## src/rtl/core/tcw_pkg.sv

```systemverilog
package tcw_pkg;

    // Screen geometry and tab spacing.
    localparam int COLUMNS   = 80;
    localparam int ROWS      = 25;
    localparam int TAB_WIDTH = 8;
    localparam int CELLS     = ROWS * COLUMNS;
    localparam int ADDR_W    = $clog2(CELLS);

    // Field widths.
    localparam int COL_W     = 7;
    localparam int ROW_W     = 5;
    localparam int CHAR_W    = 8;
    localparam int DATA_W    = 16;
    localparam int CMD_W     = 2;
    localparam int COLOR_W   = 4;
    localparam int CFG_IDX_W = 2;

    // Command queue between the front and the back.
    localparam int QDEPTH    = 2;
    localparam int QPTR_W    = $clog2(QDEPTH);
    localparam int QCNT_W    = $clog2(QDEPTH + 1);

    // Command codes.
    localparam logic [CMD_W-1:0] CMD_PUT   = 2'd0;
    localparam logic [CMD_W-1:0] CMD_READ  = 2'd1;
    localparam logic [CMD_W-1:0] CMD_CLEAR = 2'd2;

    // Configuration register indexes.
    localparam logic [CFG_IDX_W-1:0] CFG_FG = 2'd0;
    localparam logic [CFG_IDX_W-1:0] CFG_BG = 2'd1;

    localparam logic [COLOR_W-1:0] FG_RESET = 4'hf;
    localparam logic [COLOR_W-1:0] BG_RESET = 4'h0;

    // Character codes with special handling.
    localparam logic [CHAR_W-1:0] CH_BS    = 8'd8;
    localparam logic [CHAR_W-1:0] CH_TAB   = 8'd9;
    localparam logic [CHAR_W-1:0] CH_LF    = 8'd10;
    localparam logic [CHAR_W-1:0] CH_CR    = 8'd13;
    localparam logic [CHAR_W-1:0] CH_ESC   = 8'd27;
    localparam logic [CHAR_W-1:0] CH_DEL   = 8'd127;
    localparam logic [CHAR_W-1:0] CH_SPACE = 8'd32;

    // Operation classes produced by the front.
    typedef enum logic [3:0] {
        OP_PUT,
        OP_LF,
        OP_CR,
        OP_TAB,
        OP_BS,
        OP_DEL,
        OP_NOP,
        OP_READ,
        OP_CLEAR
    } t_op;

    typedef struct packed {
        t_op               op;
        logic [CHAR_W-1:0] char_code;
        logic [ROW_W-1:0]  read_row;
        logic [COL_W-1:0]  read_col;
    } t_item;

    // Request group from the back to the screen memory.
    typedef struct packed {
        logic              we;
        logic [ADDR_W-1:0] waddr;
        logic [DATA_W-1:0] wdata;
        logic [ADDR_W-1:0] raddr;
    } t_ram_req;

    typedef enum logic [1:0] {
        ST_INIT,
        ST_IDLE,
        ST_READ,
        ST_FILL
    } t_state;

    // Next tab stop for every cursor column, clamped to the last column.
    typedef logic [(1 << COL_W)-1:0][COL_W-1:0] t_tab_tbl;

    function automatic t_tab_tbl build_tab_tbl();
        t_tab_tbl tbl;
        int       t;
        for (int i = 0; i < (1 << COL_W); i++) begin
            t = i + TAB_WIDTH - (i % TAB_WIDTH);
            if (t >= COLUMNS) begin
                t = COLUMNS - 1;
            end
            tbl[i] = COL_W'(t);
        end
        return tbl;
    endfunction

    localparam t_tab_tbl TAB_STOP = build_tab_tbl();

endpackage

```

## src/rtl/core/tcw_front.sv

```systemverilog
module tcw_front (
    input  logic                         start,
    output logic                         busy,
    input  logic [tcw_pkg::CMD_W-1:0]    i_command,
    input  logic [tcw_pkg::CHAR_W-1:0]   i_char_code,
    input  logic [tcw_pkg::ROW_W-1:0]    i_read_row,
    input  logic [tcw_pkg::COL_W-1:0]    i_read_column,
    input  logic                         i_full,
    input  logic                         i_init,
    output logic                         o_push,
    output tcw_pkg::t_item               o_item
);

    tcw_pkg::t_op op;

    // Commands are refused while the queue is full or the screen is being cleared after reset.
    assign busy   = i_full | i_init;
    assign o_push = start & ~busy;

    // Classify the command, and for put character the byte, into one operation.
    always_comb begin
        unique case (i_command)
            tcw_pkg::CMD_PUT: begin
                unique case (i_char_code)
                    tcw_pkg::CH_LF:  op = tcw_pkg::OP_LF;
                    tcw_pkg::CH_CR:  op = tcw_pkg::OP_CR;
                    tcw_pkg::CH_TAB: op = tcw_pkg::OP_TAB;
                    tcw_pkg::CH_BS:  op = tcw_pkg::OP_BS;
                    tcw_pkg::CH_DEL: op = tcw_pkg::OP_DEL;
                    tcw_pkg::CH_ESC: op = tcw_pkg::OP_NOP;
                    default:         op = tcw_pkg::OP_PUT;
                endcase
            end
            tcw_pkg::CMD_READ:  op = tcw_pkg::OP_READ;
            tcw_pkg::CMD_CLEAR: op = tcw_pkg::OP_CLEAR;
            default:            op = tcw_pkg::OP_NOP;
        endcase
    end

    assign o_item.op        = op;
    assign o_item.char_code = i_char_code;
    assign o_item.read_row  = i_read_row;
    assign o_item.read_col  = i_read_column;

endmodule

```

## config.mk

```make
export PLATFORM = sky130hd
export DESIGN_NAME = tcw_front
export DESIGN_NICKNAME = d
export VERILOG_FILES = /design/src/rtl/core/tcw_pkg.sv /design/src/rtl/core/tcw_front.sv
export SDC_FILE = /design/constraint.sdc
export NUM_CORES = 1
export LEC_CHECK = 0
export BUFFER_PORTS_ARGS = -buffer_cell sky130_fd_sc_hd__buf_2
export CORE_AREA = 3 3 40 42
export DETAILED_ROUTE_END_ITERATION = 12
export DIE_AREA = 0 0 43 45
export PLACE_DENSITY_LB_ADDON = 0.1
export SYNTH_ARGS = -nofsm -noshare
export SYNTH_HDL_FRONTEND = slang
export SYNTH_SLANG_ARGS = --single-unit
```

## constraint.sdc

```tcl
create_clock -name vclk -period 0.8
set_input_delay 0.08 -clock vclk [all_inputs]
set_output_delay 0.08 -clock vclk [all_outputs]
set_load 0.01 [all_outputs]
```

== Word level (Yosys, flattened, before mapping) ==
Cells that the tools add are included.

* Bitwise operators: 3
* Mux-type cells: 2
* Eq/ne operators: 8
* Reductions and logical operators: 1

{| class="wikitable"
|+ Operator list
! cell !! count
|-
| 8-bit by 4-bit equality test with 1-bit output (second input constant) || 4
|-
| 3-bit one-hot mux with 6 select lines || 1
|-
| 4-bit one-hot mux with 3 select lines || 1
|-
| 8-bit by 5-bit equality test with 1-bit output (second input constant) || 1
|-
| 8-bit by 7-bit equality test with 1-bit output (second input constant) || 1
|-
| 2-bit by 1-bit equality test with 1-bit output (second input constant) || 1
|-
| 2-bit equality test (second input constant) || 1
|-
| 2-bit zero test || 1
|-
| 1-bit bitwise AND || 1
|-
| 1-bit NOT || 1
|-
| 1-bit bitwise OR || 1
|}

* Word-level logic and storage cells: 14
* Bits of input ports: 25
* Register bits: 0
* Output and inout bits: 26

== Longest topological paths before layout ==
Gate-level depths: netlist (run 1).

* Depth after elaboration: 3
* Mapped depth: 3
* Depth with buffers taken out: 3

== Least setup slack after synthesis (run 1) ==
OpenSTA, ideal clock, no wires.

* Kind: input port to output port
* From: input i_char_code[5] (netlist name)
* To: output o_item[20] (netlist name)
* Slack: 46 ps
* Buffers on the path: 0
* Arrival time: 674 ps
* Stages: 3
* Cells stage by stage: nor4b_4 -> nand4_1 -> a21oi_1

{| class="wikitable"
|+ RTL lines
! item !! line !! source
|-
| start, declared || tcw_front.sv:5 || <nowiki>input logic [tcw_pkg::CHAR_W-1:0] i_char_code,</nowiki>
|-
| end, declared || tcw_front.sv:11 || <nowiki>output tcw_pkg::t_item o_item</nowiki>
|}

==> metrics list, run 1 <==
- Count of warnings emitted by yosys: 0
- Cell type with the largest total area after synthesis: sky130_fd_sc_hd__buf_4
- Max-capacitance violation count: 0
* Total I/O pin count: ~50
- In this run, the number of DRC markers left after iteration 0 of detailed routing was 5.
* Portion of the clock cycle consumed by the worst path in the final layout: 118%
* Proportion of power drawn by the clock network: 0%
- The path class of the tightest hold or removal check is in2out.
- Entering global routing, the biggest net connects 8 pins.
- Measured along the y axis, the die boundary spans 45 µm.
- Number of global-route vias before repair: around 260
* Net total in the final layout: 79
- The first global-routing pass estimated 1410 µm of wire.
- The detail route stage leaves a number of antenna-violating nets equal to 0.
- Wire length reported by the detailed router: roughly 930 µm
- Area occupied by registers: 0 µm²
- Yosys attributes the largest share of cell area to sky130_fd_sc_hd__buf_4 (49%), sky130_fd_sc_hd__nor4b_4 (7.8%), sky130_fd_sc_hd__inv_1 (4.9%).
- Setup crit end kind: output port
- Setup violations remaining at the end of the flow were counted as 3.
- The count of buffers added on input and output ports is 27.
* Post-CTS Hold Buffers: 0
- Share of power burned in registers: 0%
- Horiz. Die Dim: 43 µm
* Upper clock frequency limit: between 1 and 1.5 GHz
- Leakage power of the design: ~0.20 nW
- Post-DR vias/cell: roughly 4.5
* Fraction of layout cells with a size suffix above 1: between 60% and 70%
- Die area: approximately 0.0019 mm²
* Final sequential cell count: 0
* Post-Synthesis Net Count: 68
* Post-Syn Area per Cell: ~7 µm²
* Hold Violations, Final: 0
- Final-layout worst hold slack: roughly 0.16 ns
* Fill cell count: approximately 140
- Clock buffers in the final layout number 0.
- Global placement routability congestion: roughly 0.66
* Internal power component: between 90 and 100 µW
- Global-route usage over all layers: approximately 9.0%
- Combinational cells account for 100.0% of the total power.
- The final reports fail on negative setup slack.
* Vias post-DR: 303
- After routing the design area is between 300 and 400 µm².
- Summing all multi-input logic gate instances after layout gives around 160 µm².
* Pre-Repair DR Iteration Count: 3
- After layout, the worst setup slack is -0.143 ns.
- In this run the core area contains 13 standard-cell rows.
- Of all nets on the critical path, the largest fanout is 3.
- For the worst setup path, the data required time is ~0.72 ns.
- DRC violation count after routing: 0
- Worst-margin pin slew: around 0.21 ns
- The worst pin sits at a relative slew slack of 86.0%.
- Area overhead of the layout relative to synthesis: 23.8%
* Final HPWL DP: 816 µm
* Routed length per placed instance: between 10 and 15 µm
- Grt total ovfl: 0
- Summing the sequential cell areas from Yosys gives 0% of the chip area.
* Std-Cell Core Area: between 0.001 and 0.0015 mm²
* Worst VDD drop: 0.116 mV
- Power density over cell area: 487 mW/mm²
* Period minus WS final: ~0.94 ns
* Ant. Diodes: 0
- STA puts the critical path data arrival time at around 0.86 ns.
- Starting density of the core: about a quarter
- Post-CTS setup repair buffer count: 0
* Standard cell area after detailed placement: 324 µm²
- The worst setup path is of the in2out kind.
* Share of the synthesized area in the top cell type: between 40% and 50%
- Number of max-slew violations in the final report: 0
* Unrepaired setup endpoints after global routing: yes
- The synthesized netlist occupies a cell area of around 310 µm².
- The run finished, with violations left.
- Count of mapped cells out of synthesis: 43
- The worst setup path is launched from an input port.
- Net switching is roughly 50% of the power.
- Once placement completed, the tool counted placed cells totaling 67.
- Post-synthesis cell type count: 19
* Power dissipated by switching net loads: approximately 90 µW
* Initial antenna violation count: 0
- Non-filler instance count after layout: 67
## repair_timing
action | in CTS | in global routing
setup endpoints to repair | 3 | 3
pin swaps | 4 | 3
resized for setup | 12 | 3
## cell usage after synthesis
cell type                   instances
sky130_fd_sc_hd__nand4_1            1
sky130_fd_sc_hd__and3b_1            1
sky130_fd_sc_hd__nor2_1             2
sky130_fd_sc_hd__or2_1              1
sky130_fd_sc_hd__a31oi_1            1
sky130_fd_sc_hd__o2111ai_1          1
sky130_fd_sc_hd__nand3b_1           1
sky130_fd_sc_hd__xor2_1             1
sky130_fd_sc_hd__nor3_1             2
sky130_fd_sc_hd__and3_1             1
sky130_fd_sc_hd__a21oi_1            1
sky130_fd_sc_hd__nand2_1            1
sky130_fd_sc_hd__and4_1             1
sky130_fd_sc_hd__a41oi_1            1
sky130_fd_sc_hd__buf_4             20
sky130_fd_sc_hd__o21ai_0            1
sky130_fd_sc_hd__inv_1              4
sky130_fd_sc_hd__a31o_1             1
sky130_fd_sc_hd__nor4b_4            1
## critical path: stages
cell                      delay [ns]
sky130_fd_sc_hd__buf_8          0.10
sky130_fd_sc_hd__nor4b_4        0.27
sky130_fd_sc_hd__nand4_1        0.13
sky130_fd_sc_hd__a21oi_1        0.14
sky130_fd_sc_hd__buf_2          0.14
## kinds of logic (layout without fill, tap and decap cells)
kind of cell / Yosys count / in the layout / share of synthesized area, %
buffers and inverters: 24 / 33 / 54.1
AND/OR/NAND/NOR: 12 / 12 / 29.1
AO/OA/AOI/OAI: 6 / 6 / 13.9
XOR/XNOR: 1 / 1 / 2.87
## cell type report
type / instances / area share, %
timing repair buffer: 29 / 48.0
inverter: 4 / 3.97
tap: 15 / 4.97
multi-input combinational: 19 / 43.0
## per-stage QoR
step           TNS, ns  worst slack (ns)  power [mW]  utilization [%]
5_1_grt         -0.471            -0.242       0.204             29.4
3_5_place_dp    -0.381            -0.201       0.159             25.2
3_3_place_gp    -0.368            -0.185       0.160             25.2
4_1_cts         -0.264            -0.171       0.180             28.6
2_1_floorplan        0            0.0463       0.148                -
6_report        -0.267            -0.143       0.184             29.4
## layout by cell type (no fill, tap or decap)
master | netlist | layout
sky130_fd_sc_hd__buf_2 | 0 | 22
sky130_fd_sc_hd__inv_1 | 4 | 4
sky130_fd_sc_hd__buf_6 | 0 | 3
sky130_fd_sc_hd__buf_4 | 20 | 3
sky130_fd_sc_hd__nor2_1 | 2 | 2
sky130_fd_sc_hd__nor4b_4 | 1 | 1
sky130_fd_sc_hd__xor2_1 | 1 | 1
sky130_fd_sc_hd__nand4_1 | 1 | 1
sky130_fd_sc_hd__and3b_2 | 0 | 1
sky130_fd_sc_hd__and4_4 | 0 | 1
sky130_fd_sc_hd__a31oi_1 | 1 | 1
sky130_fd_sc_hd__a21oi_1 | 1 | 1
sky130_fd_sc_hd__nand3b_1 | 1 | 1
sky130_fd_sc_hd__o21ai_1 | 0 | 1
sky130_fd_sc_hd__nor3_4 | 0 | 1
sky130_fd_sc_hd__a31o_1 | 1 | 1
sky130_fd_sc_hd__and3_1 | 1 | 1
sky130_fd_sc_hd__nor3_1 | 2 | 1
sky130_fd_sc_hd__o2111ai_1 | 1 | 1
sky130_fd_sc_hd__a41oi_2 | 0 | 1
sky130_fd_sc_hd__nand2_1 | 1 | 1
sky130_fd_sc_hd__or2_1 | 1 | 1
sky130_fd_sc_hd__buf_8 | 0 | 1
## power groups by stage
stage / Clock, mW / Sequential [mW] / Combinational, mW
final: 0 / 0 / 0.184
after global routing: 0 / 0 / 0.204
after CTS: 0 / 0 / 0.180
after detailed placement: 0 / 0 / 0.159
after global placement: 0 / 0 / 0.160
after floorplan: 0 / 0 / 0.148
## final timing paths
path                    startpoint         end  cells past startpoint
setup / recovery    i_char_code[7]  o_item[20]                      5
hold / removal    i_read_column[6]   o_item[6]                      0
## routing by layer
layer / routed length [µm] / part of all wire, % / track usage, % / up-vias
li1: - / - / - / 149
met1: 279 / 30 / 8.81 / 121
met2: 439 / 47 / 17.1 / 31
met3: 209 / 22 / 5.18 / 2
met4: 4 / 0.43 / 0.602 / 0
met5: 0 / 0 / 0 / -
Power figures use the tool's default switching activity.
==> run 2, diff against run 1 <==
--- a/config.mk
+++ b/config.mk
@@ -10,6 +10,7 @@
 export DETAILED_ROUTE_END_ITERATION = 12
 export DIE_AREA = 0 0 43 45
 export PLACE_DENSITY_LB_ADDON = 0.1
+export SKIP_LAST_GASP = 1
 export SYNTH_ARGS = -nofsm -noshare
 export SYNTH_HDL_FRONTEND = slang
 export SYNTH_SLANG_ARGS = --single-unit
==> metrics list, run 2 (same netlist as run 1, synthesis figures left out) <==
- The run finished, with violations left.
- Violations in the final reports: negative setup slack
- Post-DRT Antenna Nets: 0
- Counting both buffers and inverters, the worst setup path holds a total of 2.
- Measured against its own limit, the worst slew margin works out to between 80% and 90%.
- Most used cells in the layout excluding fill and tap cells: sky130_fd_sc_hd__buf_2 (24), sky130_fd_sc_hd__inv_1 (4), sky130_fd_sc_hd__buf_4 (3), sky130_fd_sc_hd__nor2_1 (2), sky130_fd_sc_hd__buf_6 (2)
- Entering global routing, the biggest net connects 8 pins.
- Global-route usage over all layers: 8.96%
- DRC violation count after routing: 0
- After detailed routing, the average wire length per cell comes to between 10 and 15 µm.
- Internal power component: 86.5 µW
* Final sequential cell count: 0
- For the final routed database, the setup TNS stands at -0.250 ns.
- Relative to the synthesized area, the layout overhead comes to 18.4%.
* Category of cells accounting for the largest share of critical-path delay: simple AND/OR/NAND/NOR gates
- Setup Viol. Count Final: 3
- Number of clock buffers in the layout: 0
- Global placement routability congestion: 0.665
* Portion of the clock cycle consumed by the worst path in the final layout: 117%
- Number of global-route vias before repair: about 260
- The die is approximately 45 µm tall.
- In this run, post-CTS hold repair placed 0 buffers.
- 0 antenna diodes ended up in the layout.
- Total power for the finished layout comes to 176 µW.
* Critical setup path kind: in2out
- Summed over all layers, the global routing overflow is 0.
* Final HPWL DP: 816 µm
- For this design the ratio of total power to cell area is 486 mW/mm².
* Upper clock frequency limit: between 1 and 1.5 GHz
- For the worst setup path, the data arrival time is around 0.86 ns.
- Per report_power, the combinational group accounts for 100.0% of the total.
- Vias post-DR: slightly above 300
- I/O Buffers: 27
- The final layout contains routed wiring with a total length of ~900 µm.
- Critical path launch point type: input port
- Final-layout worst hold slack: between 0.15 and 0.2 ns
* Total I/O pin count: 51
- The final layout contains 79 nets.
- CP Cell Sequence: buf_6, nor4b_4, nand4_1, a21oi_1, buf_2
* Net switching fraction of the power: between 50% and 60%
* Stage delay of the slowest cell on the critical path: between 0.2 and 0.3 ns
- The library cell used most frequently in the layout, excluding fill and tap cells, is sky130_fd_sc_hd__buf_2.
- Horiz. Die Dim: between 40 and 50 µm
* Number of standard-cell rows in the floorplan: 13
* Number of max-slew violations in the final report: 0
* Post-DR vias/cell: around 4.5
- In this run the power spent charging and discharging nets is between 80 and 90 µW.
- Fraction of layout cells with a size suffix above 1: about two thirds
- Leakage power of the design: ~0.20 nW
- Master of the slowest instance on the critical path: sky130_fd_sc_hd__nor4b_4
- Largest fanout of any net on the critical path: 3
* Worst-margin pin slew: about 0.21 ns
- VDD sags by at most between 0.1 and 0.15 mV.
- The sequential cells in the finished layout cover a total of 0 µm².
* Proportion of power drawn by the clock network: 0%
* Wire length of the first global-routing pass: between 1000 and 1500 µm
- Starting density of the core: a little under a quarter
- The worst path in the final design needs a cycle of roughly 0.94 ns, including I/O delays and setup.
- Unrepaired setup endpoints after global routing: yes
* Max-capacitance violation count: 0
* Fill cell count: between 100 and 150
- The floorplan step defined a core boundary enclosing 0.00128 mm².
- The worst setup path is captured at an output port.
- Pre-Repair DR Iteration Count: 2
- The die covers about 0.0019 mm².
* Worst Setup Slack, final: -0.139 ns
* Initial antenna violation count: 0
- The worst hold path belongs to the class in2out.
- Hold Violations, Final: 0
- After the first detailed-routing iteration, the DRC count stood at 3.
- At the worst endpoint, the required time is about 0.72 ns.
- Share of power burned in registers: 0%
## run 2: cell counts in the layout (fill, tap and decap cells not counted)
No cell type changed its count.
## run 2: final timing paths
kind | from | to | slack (ns) | depth (start not counted)
setup / recovery | i_char_code[7] | o_item[20] | -0.14 | 5
hold / removal | i_read_column[6] | o_item[6] | 0.16 | 0
## run 2: power groups by stage
stage               Clock, mW  Combinational (mW)  Sequential [mW]
CTS                         0               0.174                0
finish                      0               0.176                0
global placement            0               0.160                0
floorplan                   0               0.148                0
detailed placement          0               0.159                0
global route                0               0.196                0
## run 2: area by class of cell
type	instances	area [µm²]	area share (%)
inverter	4	15.0	4.15
timing repair buffer	29	165	45.7
multi-input combinational	19	163	45.0
tap	15	18.8	5.19
## run 2: metrics by stage
step | area, µm² | util [%] | instances | setup slack, ns
detailed placement | 324 | 25.2 | 67 | -0.201
CTS | 355 | 27.7 | 67 | -0.171
global placement | 324 | 25.2 | 67 | -0.185
global route | 362 | 28.1 | 67 | -0.243
floorplan | 305 | - | 43 | 0.0463
finish | 362 | 28.1 | 67 | -0.139
## run 2: what timing repair did
action,in CTS,in global routing
setup buffers,0,0
setup endpoints to repair,3,3
resized for setup,9,2
pin swaps,4,2
endpoints found under the hold margin,0,0
## run 2: routing by layer
layer	wire length [µm]	global-route usage (%)	part of all wire, %
met1	267	9.05	29
met2	443	16.8	48
met3	209	5.18	23
met4	4	0.602	0.43
met5	0	0	0
==> run 3, diff against run 2 <==
--- a/config.mk
+++ b/config.mk
@@ -14,3 +14,4 @@
 export SYNTH_ARGS = -nofsm -noshare
 export SYNTH_HDL_FRONTEND = slang
 export SYNTH_SLANG_ARGS = --single-unit
+export TNS_END_PERCENT = 30
==> metrics list, run 3 (same netlist as run 1, synthesis figures left out) <==
- Result of the run: complete, but fails checks
- The checks that failed: negative setup slack.
* Critical setup path kind: in2out
* Power density over cell area: just under 500 mW/mm²
* Global-route usage over all layers: 8.46%
* Vertical die dimension: between 40 and 50 µm
- Data on the critical path arrives at its endpoint at approximately 0.87 ns.
- Entering global routing, the biggest net connects 8 pins.
- Fill cell count: between 100 and 150
- Net switching fraction of the power: about half
* Portion of the clock cycle consumed by the worst path in the final layout: 118%
- For the finished layout, the period the worst path requires is between 0.9 and 1 ns.
- Horiz. Die Dim: 43 µm
- Across all setup checks in the final design, the least slack found is -0.147 ns.
* Min-delay worst type: in2out
- Internal power component: 80.5 µW
- Data on the critical path is required at its endpoint by 0.72 ns.
- The library cell used most frequently in the layout, excluding fill and tap cells, is sky130_fd_sc_hd__buf_2.
- The wire-length estimate of the detail-placed layout is 816 µm.
- Std-Cell Core Area: between 0.001 and 0.0015 mm²
- In this run the count of I/O pins placed on the die edge is between 50 and 60.
* Ant. Diodes: 0
- Number of clock buffers in the layout: 0
- Unrepaired setup endpoints after global routing: yes
- Worst VDD drop: just under 0.1 mV
- For this configuration, the core starts out at a cell density of between 20% and 30%.
- The library cells used most frequently in the layout, excluding fill and tap cells, are sky130_fd_sc_hd__buf_2 (25), sky130_fd_sc_hd__inv_1 (4).
- Pre-Repair DR Iteration Count: 2
- For this design the total switching power over the nets is roughly 80 µW.
- After detailed routing, the number of vias per cell comes to around 4.5.
- Final-layout worst hold slack: approximately 0.16 ns
* Die area: a little under 0.002 mm²
* Wire length of the first global-routing pass: about 1300 µm
* Post-DRT Antenna Nets: 0
- Across the run, the number of max-cap violations was 0.
- Overall power consumption after layout is estimated at ~160 µW.
* Area overhead of the layout relative to synthesis: 10.2%
- Of all nets on the critical path, the largest fanout is 3.
- Net total in the final layout: 79
- After detailed routing, the average wire length per cell comes to ~13 µm.
- Sequential cells account for 0% of the total power.
- The routed layout has 302 vias.
- In the final timing run, aggregate negative setup slack is -0.282 ns.
- Initial antenna violation count: 0
- After detailed routing, the number of remaining DRC violations is 0.
- Layout Utilization: between 20% and 30%
- Grt total ovfl: 0
- Post-CTS setup repair buffer count: 0
- For this run, the top clock speed supported by timing is roughly 1.1 GHz.
- Registers take 0 µm².
* Setup crit end kind: output port
- Fraction of layout cells with a size suffix above 1: between 50% and 60%
- Number of global-route vias before repair: 250
* I/O Buffers: 27
- At the pin with the least slew margin, the transition time is ~0.21 ns.
* Global placement routability congestion: around 0.66
- Wire length reported by the detailed router: 899 µm
- Leakage power of the design: 0.193 nW
- The max-slew violation count was 0.
- Setup violations remaining at the end of the flow were counted as 3.
- Proportion of power drawn by the clock network: 0%
* Final sequential cell count: 0
- Part of the total power dissipated in combinational logic: 100.0%
- Number of standard-cell rows in the floorplan: 13
- The final number of hold-violating endpoints came to 0.
- The worst setup path is launched from an input port.
* Max-slew headroom at the worst pin: about 86%
* Initial DRC count: 8
run 3: critical path: stages:
cell	delay (ns)
sky130_fd_sc_hd__buf_6	0.10
sky130_fd_sc_hd__nor4b_4	0.27
sky130_fd_sc_hd__nand4_1	0.13
sky130_fd_sc_hd__a21oi_1	0.14
sky130_fd_sc_hd__buf_2	0.14
run 3: cell type report:
cell class                      instances  area (µm²)  share of cell area [%]
Timing Repair Buffer                   29         163                    48.3
Multi-Input combinational cell         19         140                    41.6
Tap cell                               15        18.8                    5.58
Inverter                                4        15.0                    4.46
run 3: final timing paths:
path	startpoint	endpoint	slack (ns)	cells past startpoint
max	i_char_code[7]	o_item[20]	-0.15	5
min	i_read_column[6]	o_item[6]	0.16	0
run 3: power groups by stage:
stage	clock network [mW]	logic, mW	registers [mW]
6_report	0	0.163	0
4_1_cts	0	0.166	0
2_1_floorplan	0	0.148	0
5_1_grt	0	0.181	0
3_5_place_dp	0	0.159	0
3_3_place_gp	0	0.160	0
run 3: per-layer routing:
| metal | track usage [%] | part of all wire [%] | vias to the layer above |
|---|---|---|---|
| met3 | 5.18 | 23 | 2 |
| li1 | - | - | 149 |
| met5 | 0 | 0 | - |
| met4 | 0.602 | 0.44 | 0 |
| met1 | 8.33 | 29 | 120 |
| met2 | 15.9 | 47 | 31 |
run 3: per-stage QoR:
step	setup WS, ns	area (µm²)	std cells
floorplan	0.0463	305	43
global placement	-0.185	324	67
detailed placement	-0.201	324	67
CTS	-0.171	337	67
global route	-0.243	337	67
finish	-0.147	337	67
run 3: repair_timing:
item                       CTS  global route
hold buffers                 0             0
setup endpoints to repair    3             3
pin swaps                    3             2
resized for setup            4             0
