### config.mk
export PLATFORM = sky130hd
export DESIGN_NAME = tcw_queue
export DESIGN_NICKNAME = d
export VERILOG_FILES = /design/src/rtl/core/tcw_pkg.sv /design/src/rtl/core/tcw_queue.sv
export SDC_FILE = /design/constraint.sdc
export NUM_CORES = 1
export LEC_CHECK = 0
export ABC_AREA = 1
export ABC_CLOCK_PERIOD_IN_PS = 2500
export BUFFER_PORTS_ARGS = -buffer_cell sky130_fd_sc_hd__buf_2
export CORE_UTILIZATION = 36
export DETAILED_ROUTE_END_ITERATION = 10
export PLACE_DENSITY = 0.57
export SLEW_MARGIN = 20
export SYNTH_ARGS = -nofsm -noshare
export SYNTH_HDL_FRONTEND = slang
export SYNTH_SLANG_ARGS = --single-unit
export TNS_END_PERCENT = 50
### constraint.sdc
create_clock -name i_clk -period 2.5 [get_ports i_clk]
set_clock_uncertainty 0.05 [all_clocks]
set_input_delay 0.125 -clock i_clk [delete_from_list [all_inputs] [get_ports i_clk]]
set_output_delay 0.125 -clock i_clk [all_outputs]
set_load 0.05 [all_outputs]
### src/rtl/core/tcw_pkg.sv
package tcw_pkg;

    // Screen geometry and tab spacing.
    localparam int COLUMNS   = 80;
    localparam int ROWS      = 25;
    localparam int TAB_WIDTH = 8;
    localparam int CELLS     = ROWS * COLUMNS;
    localparam int ADDR_W    = $clog2(CELLS);

    // Field widths.
    localparam int COL_W     = 7;
    localparam int ROW_W     = 5;
    localparam int CHAR_W    = 8;
    localparam int DATA_W    = 16;
    localparam int CMD_W     = 2;
    localparam int COLOR_W   = 4;
    localparam int CFG_IDX_W = 2;

    // Command queue between the front and the back.
    localparam int QDEPTH    = 2;
    localparam int QPTR_W    = $clog2(QDEPTH);
    localparam int QCNT_W    = $clog2(QDEPTH + 1);

    // Command codes.
    localparam logic [CMD_W-1:0] CMD_PUT   = 2'd0;
    localparam logic [CMD_W-1:0] CMD_READ  = 2'd1;
    localparam logic [CMD_W-1:0] CMD_CLEAR = 2'd2;

    // Configuration register indexes.
    localparam logic [CFG_IDX_W-1:0] CFG_FG = 2'd0;
    localparam logic [CFG_IDX_W-1:0] CFG_BG = 2'd1;

    localparam logic [COLOR_W-1:0] FG_RESET = 4'hf;
    localparam logic [COLOR_W-1:0] BG_RESET = 4'h0;

    // Character codes with special handling.
    localparam logic [CHAR_W-1:0] CH_BS    = 8'd8;
    localparam logic [CHAR_W-1:0] CH_TAB   = 8'd9;
    localparam logic [CHAR_W-1:0] CH_LF    = 8'd10;
    localparam logic [CHAR_W-1:0] CH_CR    = 8'd13;
    localparam logic [CHAR_W-1:0] CH_ESC   = 8'd27;
    localparam logic [CHAR_W-1:0] CH_DEL   = 8'd127;
    localparam logic [CHAR_W-1:0] CH_SPACE = 8'd32;

    // Operation classes produced by the front.
    typedef enum logic [3:0] {
        OP_PUT,
        OP_LF,
        OP_CR,
        OP_TAB,
        OP_BS,
        OP_DEL,
        OP_NOP,
        OP_READ,
        OP_CLEAR
    } t_op;

    typedef struct packed {
        t_op               op;
        logic [CHAR_W-1:0] char_code;
        logic [ROW_W-1:0]  read_row;
        logic [COL_W-1:0]  read_col;
    } t_item;

    // Request group from the back to the screen memory.
    typedef struct packed {
        logic              we;
        logic [ADDR_W-1:0] waddr;
        logic [DATA_W-1:0] wdata;
        logic [ADDR_W-1:0] raddr;
    } t_ram_req;

    typedef enum logic [1:0] {
        ST_INIT,
        ST_IDLE,
        ST_READ,
        ST_FILL
    } t_state;

    // Next tab stop for every cursor column, clamped to the last column.
    typedef logic [(1 << COL_W)-1:0][COL_W-1:0] t_tab_tbl;

    function automatic t_tab_tbl build_tab_tbl();
        t_tab_tbl tbl;
        int       t;
        for (int i = 0; i < (1 << COL_W); i++) begin
            t = i + TAB_WIDTH - (i % TAB_WIDTH);
            if (t >= COLUMNS) begin
                t = COLUMNS - 1;
            end
            tbl[i] = COL_W'(t);
        end
        return tbl;
    endfunction

    localparam t_tab_tbl TAB_STOP = build_tab_tbl();

endpackage

### src/rtl/core/tcw_queue.sv
module tcw_queue (
    input  logic           i_clk,
    input  logic           i_rst_n,
    input  logic           i_push,
    input  tcw_pkg::t_item i_item,
    input  logic           i_pop,
    output tcw_pkg::t_item o_item,
    output logic           o_full,
    output logic           o_empty
);

    tcw_pkg::t_item                r_mem [tcw_pkg::QDEPTH];
    logic [tcw_pkg::QPTR_W-1:0]    r_wr_ptr;
    logic [tcw_pkg::QPTR_W-1:0]    r_rd_ptr;
    logic [tcw_pkg::QCNT_W-1:0]    r_count;
    logic [tcw_pkg::QPTR_W-1:0]    n_wr_ptr;
    logic [tcw_pkg::QPTR_W-1:0]    n_rd_ptr;
    logic [tcw_pkg::QCNT_W-1:0]    n_count;

    localparam logic [tcw_pkg::QPTR_W-1:0] PTR_LAST = tcw_pkg::QPTR_W'(tcw_pkg::QDEPTH - 1);
    localparam logic [tcw_pkg::QCNT_W-1:0] CNT_FULL = tcw_pkg::QCNT_W'(tcw_pkg::QDEPTH);

    assign o_full  = (r_count == CNT_FULL);
    assign o_empty = (r_count == '0);
    assign o_item  = r_mem[r_rd_ptr];

    // Pointer and occupancy update.
    always_comb begin
        n_wr_ptr = r_wr_ptr;
        n_rd_ptr = r_rd_ptr;
        n_count  = r_count;
        if (i_push) begin
            n_wr_ptr = (r_wr_ptr == PTR_LAST) ? '0 : r_wr_ptr + 1'b1;
        end
        if (i_pop) begin
            n_rd_ptr = (r_rd_ptr == PTR_LAST) ? '0 : r_rd_ptr + 1'b1;
        end
        if (i_push && !i_pop) begin
            n_count = r_count + 1'b1;
        end else if (!i_push && i_pop) begin
            n_count = r_count - 1'b1;
        end
    end

    always_ff @(posedge i_clk) begin
        if (!i_rst_n) begin
            r_wr_ptr <= '0;
            r_rd_ptr <= '0;
            r_count  <= '0;
        end else begin
            r_wr_ptr <= n_wr_ptr;
            r_rd_ptr <= n_rd_ptr;
            r_count  <= n_count;
        end
    end

    // Entry storage needs no reset.
    always_ff @(posedge i_clk) begin
        if (i_push) begin
            r_mem[r_wr_ptr] <= i_item;
        end
    end

    // The front must never offer a transfer into a full queue.
    a_no_overflow: assert property (@(posedge i_clk) disable iff (!i_rst_n)
        !(i_push && (r_count == CNT_FULL)))
        else $error("queue written while full");

    // The back must never take from an empty queue.
    a_no_underflow: assert property (@(posedge i_clk) disable iff (!i_rst_n)
        !(i_pop && (r_count == '0)))
        else $error("queue read while empty");

    // Occupancy never exceeds the depth.
    a_count_range: assert property (@(posedge i_clk) disable iff (!i_rst_n)
        r_count <= CNT_FULL)
        else $error("queue occupancy out of range");

endmodule

Yosys cells after proc, flatten, opt, wreduce, memory -nomap -nowiden
Memory sizes are Yosys's and may differ from the RTL's. A register that Yosys moved wholly into a read port is not among the register bits.
Cells that the tools add are included.
{"block": "classes", "n_addsub": 4, "mul": 0, "div_mod_pow": 0, "order_cmp": 0, "eq_ne": 1, "shift": 0, "muxes": 8, "bitwise": 0, "n_reduce_logical": 6}
{"cell": "1-bit 2-to-1 mux", "n": 6}
{"cell": "2-bit 2-to-1 mux", "n": 2}
{"cell": "1-bit adder, second input constant", "n": 2}
{"cell": "2-bit by 1-bit adder with 2-bit output, second input constant", "n": 1}
{"cell": "2-bit equality test, second input constant", "n": 1}
{"cell": "1-bit logical AND", "n": 2}
{"cell": "1-bit zero test", "n": 2}
{"cell": "2-bit zero test", "n": 1}
{"cell": "2-bit nonzero test", "n": 1}
{"cell": "2-bit by 1-bit subtractor with 2-bit output, second input constant", "n": 1}
{"block": "totals", "ff_bits": 4, "latch_bits": 0, "ram_bits": 48, "mem_bits_ro": 0, "output_inout_bits": 26, "word_cells": 23, "n_memories": 1}
{"name": "r_mem", "words": 2, "word_bits": 24, "read_ports": 1, "rd_ports_with_merged_regs": 1, "wr": 1, "line": "tcw_queue.sv:12", "source": "tcw_pkg::t_item r_mem [tcw_pkg::QDEPTH];"}

Longest topological paths before layout
Gate-level depths: netlist of run 1.
{"block": "depth", "depth_word": 4, "ltp_mapped": 8}

Worst setup path after synthesis of run 1
OpenSTA, ideal clock, no wires.
{"block": "synth_path", "path_kind": "reg-to-reg", "start": "register r_wr_ptr", "end": "memory r_mem[0][0] in the netlist's numbering, enable pin", "setup_ps": 405, "arrival_ps": 1347, "t_required_ps": 2045, "slack_ps": 698, "stages_incl_launch_ff": 2, "path_buffers": 0, "path_cell_list": "dfxtp_1 nor2_1"}
{"item": "start, declared", "line": "tcw_queue.sv:13", "source": "logic [tcw_pkg::QPTR_W-1:0] r_wr_ptr;"}
{"item": "start signal, assigned", "line": "tcw_queue.sv:51", "source": "r_wr_ptr <= n_wr_ptr;"}
{"item": "end, declared", "line": "tcw_queue.sv:12"}
No word-level cell before the write port.

==> results.tsv, run 1 <==
stage	metric	value	unit
worst_hold_path	hold crit path type	input port to register	
clocking	CTS Buffer Depth	2	
clocking	CTS clk-pin slew, worst paths	0.09	ns
clocking	CTS Root Cell	clkbuf_8	
pwr	pwr dens	678	mW/mm^2
synth	post-synthesis register bit count	53	
route	drc violations	0	
cells_and_area	most common cell after layout, fill and taps aside	buf_2	
clocking	post-cts gate resize count	0	
outcome	outcome	complete, no violations	
global_routing	vias in the first global route	1210	
synth	Avg Cell Area, Syn	18.8	um^2
synth	Synth cell types	14	
setup_path	type of the worst setup path	register to output pin	
cells_and_area	Antenna Cells	0	
clocking	CTS tree	done	
synth	synthesized net count	139	
setup_path	CP arrival	1.76	ns
route	Routed Antenna Nets	0	
route	First DRT Iteration DRCs	88	
route	Pre-Repair DR Iteration Count	4	
cells_and_area	NumNets Final	224	
worst_hold_path	Hold Path Origin	i_rst_n	
cells_and_area	fraction of layout instances using a drive strength above 1	45.4	%
placed_design	placer congestion estimate	0.659	
cells_and_area	fillers	493	
route	Post-Route WL	3.36	mm
clocking	clk_lat worst skew	0.30	ns
route	Via-to-Cell Ratio	4.35	
job	Max Cap Viol	0	
route	WL/cell	12.5	um
cells_and_area	most frequent cells in the layout	53 x buf_2, 48 x edfxtp_1, 24 x dlygate4sd3_1	
global_routing	global routing usage on met2	21.1	%
clocking	H-tree depth	2	
global_routing	Total Routing Usage GR	12.0	%
cells_and_area	Post-Layout Cell Count	268	
pwr	Lkg Pwr	1.13	nW
global_routing	GR Util met3	4.59	%
sta	Tmin final	1.93	ns
synth	Mapped Cells	110	
pwr	VDD IR max	353	uV
placed_design	pre-CTS setup slack	0.867	ns
sta	FMAX	0.517	GHz
die	IO Pins	54	
sta	Final Hold Viols	0	
clocking	CTS sink count	53	
cells_and_area	Area Overhead vs Synth	31.9	%
synth	Post-Syn Area	0.00207	mm^2
die	Die Width	77.8	um
clocking	post-CTS setup buffers	0	
clocking	Num CTS Buffers	5	
placed_design	detailed placement HPWL	2.33	mm
route	routed vias	1166	
die	placeable core area	0.00551	mm^2
sta	final setup margin	0.567	ns
placed_design	Port Buffer Count	53	
global_routing	M1 GR Usage	12.8	%
global_routing	largest net degree at the start of global routing	17	
clocking	CTS Hold Bufs	24	
setup_path	reg-to-reg startpoint	r_wr_ptr$_SDFFE_PN0P_	
setup_path	Worst setup SP type	register	
sta	period utilization	77.3	%
die	Die Area	0.00605	mm^2
synth	yosys warns	0	
die	die height	77.8	um
setup_path	worst flop-to-flop path endpoint	r_mem[1][8]$_DFFE_PP_	
setup_path	worst r2r path cells	3	
die	Starting Density	37.5	%
sta	normalized max-slew margin	66.0	%
setup_path	CP Data Required Time	2.33	ns
sta	Worst-Margin Slew	0.510	ns
synth	sequential area share after synthesis	74.6	%
sta	max-slew violations	0	
placed_design	Placed Instances	236	
worst_hold_path	Worst Hold Depth	3	
setup_path	FF-to-FF setup slack	1.00	ns
sta	setup TNS	0	ns
global_routing	GR Overflow Total	0	
global_routing	initial antenna violation count	0	
sta	Setup Viol. Count Final	0	
global_routing	first-pass GRT wire length	5.29	mm
global_routing	busiest grt layer	met2	
sta	RSZ-0062 raised after global routing	false	
setup_path	critical-path maximum fanout	10	
setup_path	CP Capture Type	output pin	
worst_hold_path	Hold EP	r_wr_ptr$_SDFFE_PN0P_	
die	Core Rows	27	
-- power by group --
part / leakage [nW] / internal [mW] / switching, mW / total, mW
registers: 0.492 / 1.02 / 0.0196 / 1.04
clock network: 0.0450 / 0.194 / 0.256 / 0.450
logic: 0.589 / 0.132 / 0.227 / 0.358
total: 1.13 / 1.35 / 0.502 / 1.85
-- stage by stage --
stage	area, um^2	hold slack, ns	power [mW]	utilization (%)
global route	2730	0.0135	1.92	49.5
CTS	2730	0.0170	1.86	49.5
floorplan	2070	0.174	1.32	-
detailed placement	2400	0.267	1.39	43.6
global placement	2400	0.265	1.38	43.6
finish	2730	0.0289	1.85	49.5
-- cells in the mapped netlist --
cell type | instances | area (um^2)
nand3_1 | 1 | 5.00
a21oi_1 | 1 | 5.00
inv_1 | 8 | 30.0
dfxtp_1 | 5 | 100
nand2_1 | 8 | 30.0
ha_1 | 1 | 12.5
mux2_2 | 4 | 45.0
edfxtp_1 | 48 | 1440
nand4_1 | 1 | 6.26
buf_6 | 1 | 11.3
mux2_4 | 20 | 300
o21ai_0 | 1 | 5.00
nor2_1 | 9 | 33.8
buf_12 | 2 | 40.0
-- worst max-delay path by stage --
stage	slack (ns)	endpoint	cells after the start
2_1_floorplan	0.70	r_mem[0][0]$_DFFE_PP_	1
3_3_place_gp	0.89	o_item[18]	3
3_5_place_dp	0.87	o_item[22]	3
4_1_cts	0.52	o_item[22]	3
5_1_grt	0.46	o_item[18]	3
6_report	0.57	o_item[18]	3
-- critical path, cell delays in order (launching register included) --
cell and delay, ns:
dfxtp_1 0.63, buf_4 0.30, mux2_4 0.32, buf_2 0.21
-- sequential cells by signal, summed over array words and instances (netlist names), named ones only --
signal	cells
r_mem	48
r_count	2
r_wr_ptr	1
r_rd_ptr	1
-- area by class of cell --
class | instances | area (um^2) | area share (%)
flip-flops and latches | 53 | 1540 | 56.6
clock inverters | 2 | 10.0 | 0.367
inverters | 8 | 30.0 | 1.10
multi-input cells | 46 | 445 | 16.3
clock buffers | 6 | 72.6 | 2.66
well taps | 72 | 90.1 | 3.31
repair buffers | 81 | 536 | 19.7
-- per-layer routing --
layer / vias up / wire [um]
li1: 566 / -
met1: 560 / 1400
met2: 34 / 1720
met3: 6 / 185
met4: 0 / 52
met5: - / 0
-- logic make-up (layout without fill, tap and decap cells) --
kind of cell	count (synthesis)	after routing	synth area share, %
flip-flops	53	53	74.6
adder cells (fa/ha/maj)	1	1	0.606
AND/OR/NAND/NOR	19	19	3.63
buffers and inverters	11	97	3.94
multiplexers	24	24	16.7
AO/OA/AOI/OAI	2	2	0.484
Note: power is estimated with default switching activity, not from simulation.
==> inputs of run 2 (changes only) <==
--- a/config.mk
+++ b/config.mk
@@ -5,12 +5,12 @@
 export SDC_FILE = /design/constraint.sdc
 export NUM_CORES = 1
 export LEC_CHECK = 0
-export ABC_AREA = 1
-export ABC_CLOCK_PERIOD_IN_PS = 2500
+export ABC_AREA = 0
+export ABC_CLOCK_PERIOD_IN_PS = 1930
 export BUFFER_PORTS_ARGS = -buffer_cell sky130_fd_sc_hd__buf_2
 export CORE_UTILIZATION = 36
 export DETAILED_ROUTE_END_ITERATION = 10
-export PLACE_DENSITY = 0.57
+export PLACE_DENSITY = 0.58
 export SLEW_MARGIN = 20
 export SYNTH_ARGS = -nofsm -noshare
 export SYNTH_HDL_FRONTEND = slang
==> constraint.sdc (replaced) <==
create_clock -name i_clk -period 1.93 [get_ports i_clk]
set_clock_uncertainty 0.05 [all_clocks]
set_input_delay 0.0965 -clock i_clk [delete_from_list [all_inputs] [get_ports i_clk]]
set_output_delay 0.0965 -clock i_clk [all_outputs]
set_load 0.05 [all_outputs]
==> results.tsv, run 2 <==
stage	metric	value	unit	change
synth	Simple-Gate Fraction of Synth Area	2.89	%	was 3.63%
route	First DRT Iteration DRCs	51		was 88
synth	sequential area share after synthesis	79.0	%	was 74.6%
synth	Synth cell types	17		was 14
setup_path	Crit-path slowest cell	mux2_2		was dfxtp_1
clocking	CTS clk-pin slew, worst paths	0.09	ns	about the same
cells_and_area	most frequent cells in the layout	53 x buf_2, 48 x edfxtp_1, 25 x dlygate4sd3_1		was 53 x buf_2, 48 x edfxtp_1, 24 x dlygate4sd3_1
cells_and_area	fin util	51.9	%	was 49.5%
clocking	CTS sink count	53		unchanged
pwr	VDD IR max	511	uV	was 353 uV
route	Pre-Repair DR Iteration Count	4		unchanged
pwr	Lkg Pwr	1.03	nW	was 1.13 nW
cells_and_area	Area Overhead vs Synth	37.6	%	was 31.9%
sta	normalized max-slew margin	78.4	%	was 66.0%
synth	synth cell count leaders	48 x edfxtp_1, 24 x mux2_2, 5 x dfxtp_1		was 48 x edfxtp_1, 20 x mux2_4, 9 x nor2_1
global_routing	Total Routing Usage GR	11.5	%	was 12.0%
synth	adder-cell area share of the yosys netlist	0.641	%	was 0.606%
global_routing	initial antenna violation count	0		unchanged
clocking	Num CTS Buffers	5		unchanged
die	IO Pins	54		unchanged
setup_path	Top Family by Delay on Critical Path	buffers and inverters		was flip-flops
die	Die Width	75.6	um	was 77.8 um
synth	synthesized net count	126		was 139
global_routing	largest net degree at the start of global routing	25		was 17
outcome	outcome	complete, no violations		unchanged
setup_path	type of the worst setup path	register to output pin		unchanged
placed_design	detailed placement HPWL	2.14	mm	was 2.33 mm
clocking	H-tree depth	2		unchanged
synth	XOR/XNOR Fraction of Synth Area	1.35	%	was 0%
sta	period utilization	82.4	%	
pwr	pwr dens	949	mW/mm^2	was 678 mW/mm^2
synth	Avg Cell Area, Syn	20.1	um^2	was 18.8 um^2
placed_design	Placement Cell Area	0.00232	mm^2	was 0.00240 mm^2
synth	Post-Syn Area	0.00195	mm^2	was 0.00207 mm^2
sta	RSZ-0062 raised after global routing	false		unchanged
cells_and_area	final instance area	0.00268	mm^2	was 0.00273 mm^2
job	Max Cap Viol	0		unchanged
global_routing	global routing usage on met2	20.8	%	was 21.1%
synth	multiplexer area fraction after synthesis	13.9	%	was 16.7%
synth	yosys warns	0		unchanged
cells_and_area	most common cell after layout, fill and taps aside	buf_2		unchanged
cells_and_area	Post-Layout Cell Count	255		was 268
synth	Synth Flop Type	edfxtp_1		unchanged
setup_path	CP Data Required Time	1.78	ns	was 2.33 ns
synth	most common cell in the netlist	edfxtp_1		unchanged
setup_path	Buf/Inv on CP	2		unchanged
sta	Tmin final	1.59	ns	
sta	final hold slack	0.0976	ns	was 0.0289 ns
setup_path	Crit path largest cell delay	0.37	ns	was 0.63 ns
global_routing	M1 GR Usage	13.2	%	was 12.8%
clocking	CTS Buffer Depth	2		unchanged
sta	final setup margin	0.339	ns	was 0.567 ns
cells_and_area	Largest regs	r_mem (48), r_count (2)		unchanged
cells_and_area	max reg flops	48		unchanged
sta	max-slew violations	0		unchanged
worst_hold_path	hold crit path type	input port to register		unchanged
cells_and_area	Antenna Cells	0		unchanged
clocking	CTS Root Cell	clkbuf_8		unchanged
route	WL/cell	12.5	um	about the same
pwr	Final Power	2.55	mW	was 1.85 mW
global_routing	busiest grt layer	met2		unchanged
clocking	clk_lat worst skew	0.29	ns	was 0.30 ns
die	placeable core area	0.00517	mm^2	was 0.00551 mm^2
cells_and_area	Largest Register	r_mem		unchanged
synth	Yosys top cell by area	edfxtp_1		unchanged
global_routing	vias in the first global route	1131		was 1210
placed_design	placer congestion estimate	0.680		was 0.659
die	die height	75.6	um	was 77.8 um
global_routing	GR Overflow Total	0		unchanged
placed_design	pre-CTS setup slack	0.639	ns	was 0.867 ns
route	Post-Route WL	3.19	mm	was 3.36 mm
route	drc violations	0		unchanged
placed_design	Port Buffer Count	53		unchanged
route	Via-to-Cell Ratio	4.30		was 4.35
global_routing	GR Util met3	2.91	%	was 4.59%
global_routing	first-pass GRT wire length	4.73	mm	was 5.29 mm
die	Core Rows	26		was 27
synth	largest family of logic cells by synthesized area	multiplexers		unchanged
cells_and_area	fraction of layout instances using a drive strength above 1	49.2	%	was 45.4%
sta	Setup Viol. Count Final	0		unchanged
synth	share of the synthesized area in the top cell type	73.9	%	was 69.8%
setup_path	CP arrival	1.44	ns	was 1.76 ns
sta	setup TNS	0	ns	unchanged
synth	synth top area cells	edfxtp_1 74%, mux2_2 14%, dfxtp_1 5.1%		was edfxtp_1 70%, mux2_4 15%, dfxtp_1 4.8%
setup_path	CP Capture Type	output pin		unchanged
setup_path	Worst setup SP type	register		unchanged
synth	Compound-Gate Fraction of Synth Area	1.03	%	was 0.485%
setup_path	critical-path maximum fanout	14		was 10
route	routed vias	1096		was 1166
synth	Post-synth EDFFs	48		unchanged
setup_path	crit-path cells	buf_4 -> mux2_2 -> buf_2		was buf_4 -> mux2_4 -> buf_2
die	Starting Density	37.7	%	was 37.5%
die	Die Area	0.00572	mm^2	was 0.00605 mm^2
synth	asr flop ratio synth	0	%	unchanged
sta	FMAX	0.629	GHz	
cells_and_area	NumNets Final	213		was 224
clocking	post-CTS setup buffers	0		unchanged
sta	Worst-Margin Slew	0.324	ns	was 0.510 ns
synth	post-synthesis register bit count	53		unchanged
clocking	CTS tree	done		unchanged
route	Routed Antenna Nets	0		unchanged
sta	Final Hold Viols	0		unchanged
placed_design	Placed Instances	222		was 236
synth	Mapped Cells	97		was 110
-- run 2: per-layer routing --
layer | vias to the layer above | share of wire [%]
met1 | 519 | 43
met4 | 0 | 0.53
met3 | 2 | 4.9
met5 | - | 0
met2 | 36 | 51
li1 | 539 | -
-- run 2: worst reg2reg max path: stages (launching register included) --
cell and delay, ns:
dfxtp_1 0.33, nor2b_2 0.12, buf_4 0.33
-- run 2: cells by family after synthesis --
group / after synthesis
AOI/OAI and AO/OA: 3
muxes: 24
buffers and inverters: 4
adders and majority gates: 1
xor gates and xnor gates: 3
and+or+nand+nor: 9
DFF: 53
-- run 2: final timing paths --
path / slack (ns) / endpoint / startpoint / cells after the start
max: 0.34 / o_item[8] / register / 3
max reg2reg: 0.77 / r_mem[0][22]$_DFFE_PP_ / r_wr_ptr$_SDFFE_PN0P_ / 2
min: 0.1 / r_rd_ptr$_SDFFE_PN0P_ / i_pop / 3
min reg2reg: 0.47 / r_count[1]$_SDFFE_PN0P_ / r_count[1]$_SDFFE_PN0P_ / 2
-- run 2: cell type report --
cell class	count	area, um^2
Tap cell	70	87.6
Fill cell	434	2490
Multi-Input combinational cell	40	388
Clock buffer	5	68.8
Timing Repair Buffer	83	553
Inverter	1	3.75
Clock inverter	3	41.3
Sequential cell	53	1540
-- run 2: what timing repair did --
item,4_1_cts,5_1_grt
resized for setup,0,0
hold buffers,25,0
hold endpoints to repair,50,0
-- run 2: report_power, final --
part / total, mW / internal (mW) / leakage, nW / switching, mW
clock network: 0.714 / 0.382 / 0.0518 / 0.332
registers: 1.34 / 1.32 / 0.492 / 0.0203
logic: 0.493 / 0.173 / 0.487 / 0.320
==> inputs of run 3 (changes only) <==
--- a/config.mk
+++ b/config.mk
@@ -5,12 +5,12 @@
 export SDC_FILE = /design/constraint.sdc
 export NUM_CORES = 1
 export LEC_CHECK = 0
-export ABC_AREA = 0
-export ABC_CLOCK_PERIOD_IN_PS = 1930
+export ABC_AREA = 1
+export ABC_CLOCK_PERIOD_IN_PS = 1500
 export BUFFER_PORTS_ARGS = -buffer_cell sky130_fd_sc_hd__buf_2
 export CORE_UTILIZATION = 36
 export DETAILED_ROUTE_END_ITERATION = 10
-export PLACE_DENSITY = 0.58
+export PLACE_DENSITY = 0.57
 export SLEW_MARGIN = 20
 export SYNTH_ARGS = -nofsm -noshare
 export SYNTH_HDL_FRONTEND = slang
==> constraint.sdc (replaced) <==
create_clock -name i_clk -period 1.5 [get_ports i_clk]
set_clock_uncertainty 0.05 [all_clocks]
set_input_delay 0.075 -clock i_clk [delete_from_list [all_inputs] [get_ports i_clk]]
set_output_delay 0.075 -clock i_clk [all_outputs]
set_load 0.05 [all_outputs]
==> results.tsv, run 3 (synthesis gave the netlist of run 1 again) <==
stage	metric	value	unit	change
die	die height	77.8	um	was 75.6 um
clocking	Num CTS Buffers	5		unchanged
setup_path	worst r2r path cells	3		was 2
clocking	CTS Buffer Depth	2		unchanged
route	WL/cell	12.7	um	was 12.5 um
global_routing	GR Overflow Total	0		unchanged
pwr	Switching Fraction	24.1	%	was 26.4%
global_routing	vias in the first global route	1207		was 1131
cells_and_area	Largest Register	r_mem		unchanged
sta	final hold slack	0.0146	ns	was 0.0976 ns
cells_and_area	final instance area	0.00290	mm^2	was 0.00268 mm^2
route	drc violations	0		unchanged
setup_path	reg-to-reg startpoint	r_wr_ptr$_SDFFE_PN0P_		unchanged
worst_hold_path	hold crit path type	input port to register		unchanged
setup_path	CP Capture Type	output pin		unchanged
die	Die Area	0.00605	mm^2	was 0.00572 mm^2
sta	Worst-Margin Slew	0.257	ns	was 0.324 ns
clocking	CTS sink count	53		unchanged
die	Core Rows	27		was 26
die	Die Width	77.8	um	was 75.6 um
pwr	sequential share of power	49.9	%	was 52.6%
placed_design	detailed placement HPWL	2.41	mm	was 2.14 mm
route	routed vias	1178		was 1096
pwr	clock power share	31.1	%	was 28.0%
cells_and_area	fraction of layout instances using a drive strength above 1	46.8	%	was 49.2%
global_routing	initial antenna violation count	0		unchanged
clocking	CTS tree	done		unchanged
route	DR top layer	met4		unchanged
pwr	Final Power	3.46	mW	was 2.55 mW
setup_path	worst flop-to-flop path endpoint	r_mem[1][21]$_DFFE_PP_		was r_mem[0][22]$_DFFE_PP_
outcome	outcome	complete, no violations		unchanged
clocking	clk_lat worst skew	0.29	ns	about the same
setup_path	Buf/Inv on CP	2		unchanged
cells_and_area	fillers	477		was 434
sta	FMAX	0.679	GHz	
setup_path	CP arrival	1.35	ns	was 1.44 ns
route	Pre-Repair DR Iteration Count	4		unchanged
die	placeable core area	0.00551	mm^2	was 0.00517 mm^2
setup_path	CP Data Required Time	1.37	ns	was 1.78 ns
pwr	VDD IR max	621	uV	was 511 uV
sta	Final Hold Viols	0		unchanged
worst_hold_path	Worst Hold Depth	3		unchanged
worst_hold_path	Hold EP	r_wr_ptr$_SDFFE_PN0P_		was r_rd_ptr$_SDFFE_PN0P_
clocking	post-CTS setup buffers	0		unchanged
setup_path	type of the worst setup path	register to output pin		unchanged
cells_and_area	Largest regs	r_mem (48), r_count (2)		unchanged
sta	Setup Viol. Count Final	0		unchanged
die	Starting Density	37.5	%	was 37.7%
setup_path	Top Family by Delay on Critical Path	flip-flops		was buffers and inverters
pwr	pwr dens	1190	mW/mm^2	was 949 mW/mm^2
route	metal3 WL	186	um	was 155 um
route	First DRT Iteration DRCs	45		was 51
placed_design	Port Buffer Count	53		unchanged
cells_and_area	Area Overhead vs Synth	40.2	%	was 37.6%
cells_and_area	max reg flops	48		unchanged
pwr	P_int	2.62	mW	was 1.88 mW
setup_path	FF-to-FF setup slack	0.38	ns	was 0.77 ns
placed_design	pre-CTS setup slack	0.266	ns	was 0.639 ns
job	Max Cap Viol	0		unchanged
sta	Tmin final	1.47	ns	
clocking	H-tree depth	2		unchanged
sta	max-slew violations	0		unchanged
setup_path	Crit-path slowest cell	dfxtp_4		was mux2_2
sta	RSZ-0062 raised after global routing	true		was false
global_routing	largest net degree at the start of global routing	17		was 25
cells_and_area	register area	0.00155	mm^2	was 0.00154 mm^2
sta	final setup margin	0.0267	ns	was 0.339 ns
setup_path	Crit path largest cell delay	0.38	ns	was 0.37 ns
cells_and_area	NumNets Final	229		was 213
route	Post-Route WL	3.46	mm	was 3.19 mm
pwr	switching power total	833	uW	was 672 uW
clocking	CTS Root Cell	clkbuf_8		unchanged
cells_and_area	Antenna Cells	0		unchanged
placed_design	Placement Cell Area	0.00242	mm^2	was 0.00232 mm^2
cells_and_area	most common cell after layout, fill and taps aside	edfxtp_1		was buf_2
worst_hold_path	Hold Path Origin	i_push		was i_pop
sta	period utilization	98.2	%	
route	Via-to-Cell Ratio	4.32		was 4.30
sta	normalized max-slew margin	83.0	%	was 78.4%
route	metal2 WL	1.79	mm	was 1.64 mm
setup_path	critical-path maximum fanout	9		was 14
pwr	Logic pwr share	19.0	%	was 19.4%
setup_path	crit-path cells	buf_8 -> mux2_4 -> buf_2		was buf_4 -> mux2_2 -> buf_2
clocking	CTS clk-pin slew, worst paths	0.09	ns	about the same
sta	setup TNS	0	ns	unchanged
cells_and_area	Multi-input gate area	449	um^2	was 388 um^2
route	M1 WL	1.44	mm	was 1.38 mm
setup_path	Worst setup SP type	register		unchanged
pwr	Lkg Pwr	1.20	nW	was 1.03 nW
die	IO Pins	54		unchanged
cells_and_area	most frequent cells in the layout	48 x edfxtp_1, 39 x buf_2, 26 x dlygate4sd3_1		was 53 x buf_2, 48 x edfxtp_1, 25 x dlygate4sd3_1
global_routing	Total Routing Usage GR	12.3	%	was 11.5%
global_routing	first-pass GRT wire length	5.51	mm	was 4.73 mm
placed_design	placer congestion estimate	0.689		was 0.680
route	Routed Antenna Nets	0		unchanged
-- run 3: changes by cell type in the layout (fill, tap and decap cells not counted), moves of 2 or more --
cell	change
and2_1	-4
buf_2	-14
buf_4	+9
buf_6	+5
buf_8	+2
inv_1	+7
mux2_2	-21
mux2_4	+21
nand2_1	+8
nor2_1	+7
xor2_1	-2
-- run 3: worst max-delay path by stage --
| stage | startpoint | cells after the start | to |
|---|---|---|---|
| after CTS | register | 3 | o_item[8] |
| after detailed placement | register | 3 | o_item[12] |
| final | register | 3 | o_item[23] |
| after global routing | register | 3 | o_item[21] |
| after floorplan | r_wr_ptr$_SDFFE_PN0P_ | 1 | r_mem[0][0]$_DFFE_PP_ |
| after global placement | register | 3 | o_item[12] |
-- run 3: layout make-up --
cell class | instances | area share [%]
clock buffer | 5 | 2.38
clock inverter | 3 | 2.25
inverter | 8 | 1.04
multi-input combinational | 46 | 15.5
sequential | 53 | 53.4
tap | 72 | 3.11
timing repair buffer | 86 | 22.3
-- run 3: per-layer routing --
metal / global-route usage (%) / vias to the layer above
li1: - / 576
met1: 13.1 / 562
met2: 22.7 / 34
met3: 3.76 / 6
met4: 4.53 / 0
met5: 0 / -
-- run 3: what timing repair did --
action	in CTS	in global routing
endpoints found under the setup margin	24	21
hold endpoints to repair	51	0
hold buffers	26	0
resized for setup	13	22
-- run 3: through the flow --
stage          util (%)  std cells
2_1_floorplan         -        110
3_3_place_gp       44.0        239
3_5_place_dp       44.0        239
4_1_cts            51.9        273
5_1_grt            52.6        273
6_report           52.6        273
-- run 3: power groups by stage --
stage	clock [mW]	combinational (mW)	sequential (mW)
finish	1.08	0.656	1.73
global route	1.17	0.691	1.73
CTS	1.11	0.641	1.73
detailed placement	0	0.571	1.76
global placement	0	0.558	1.75
floorplan	0	0.445	1.75
-- run 3: tightest hold or removal path, delay by kind of cell --
family | cells | cell delay (ns)
buf+inv | 1 | 0.12
simple gates | 2 | 0.14
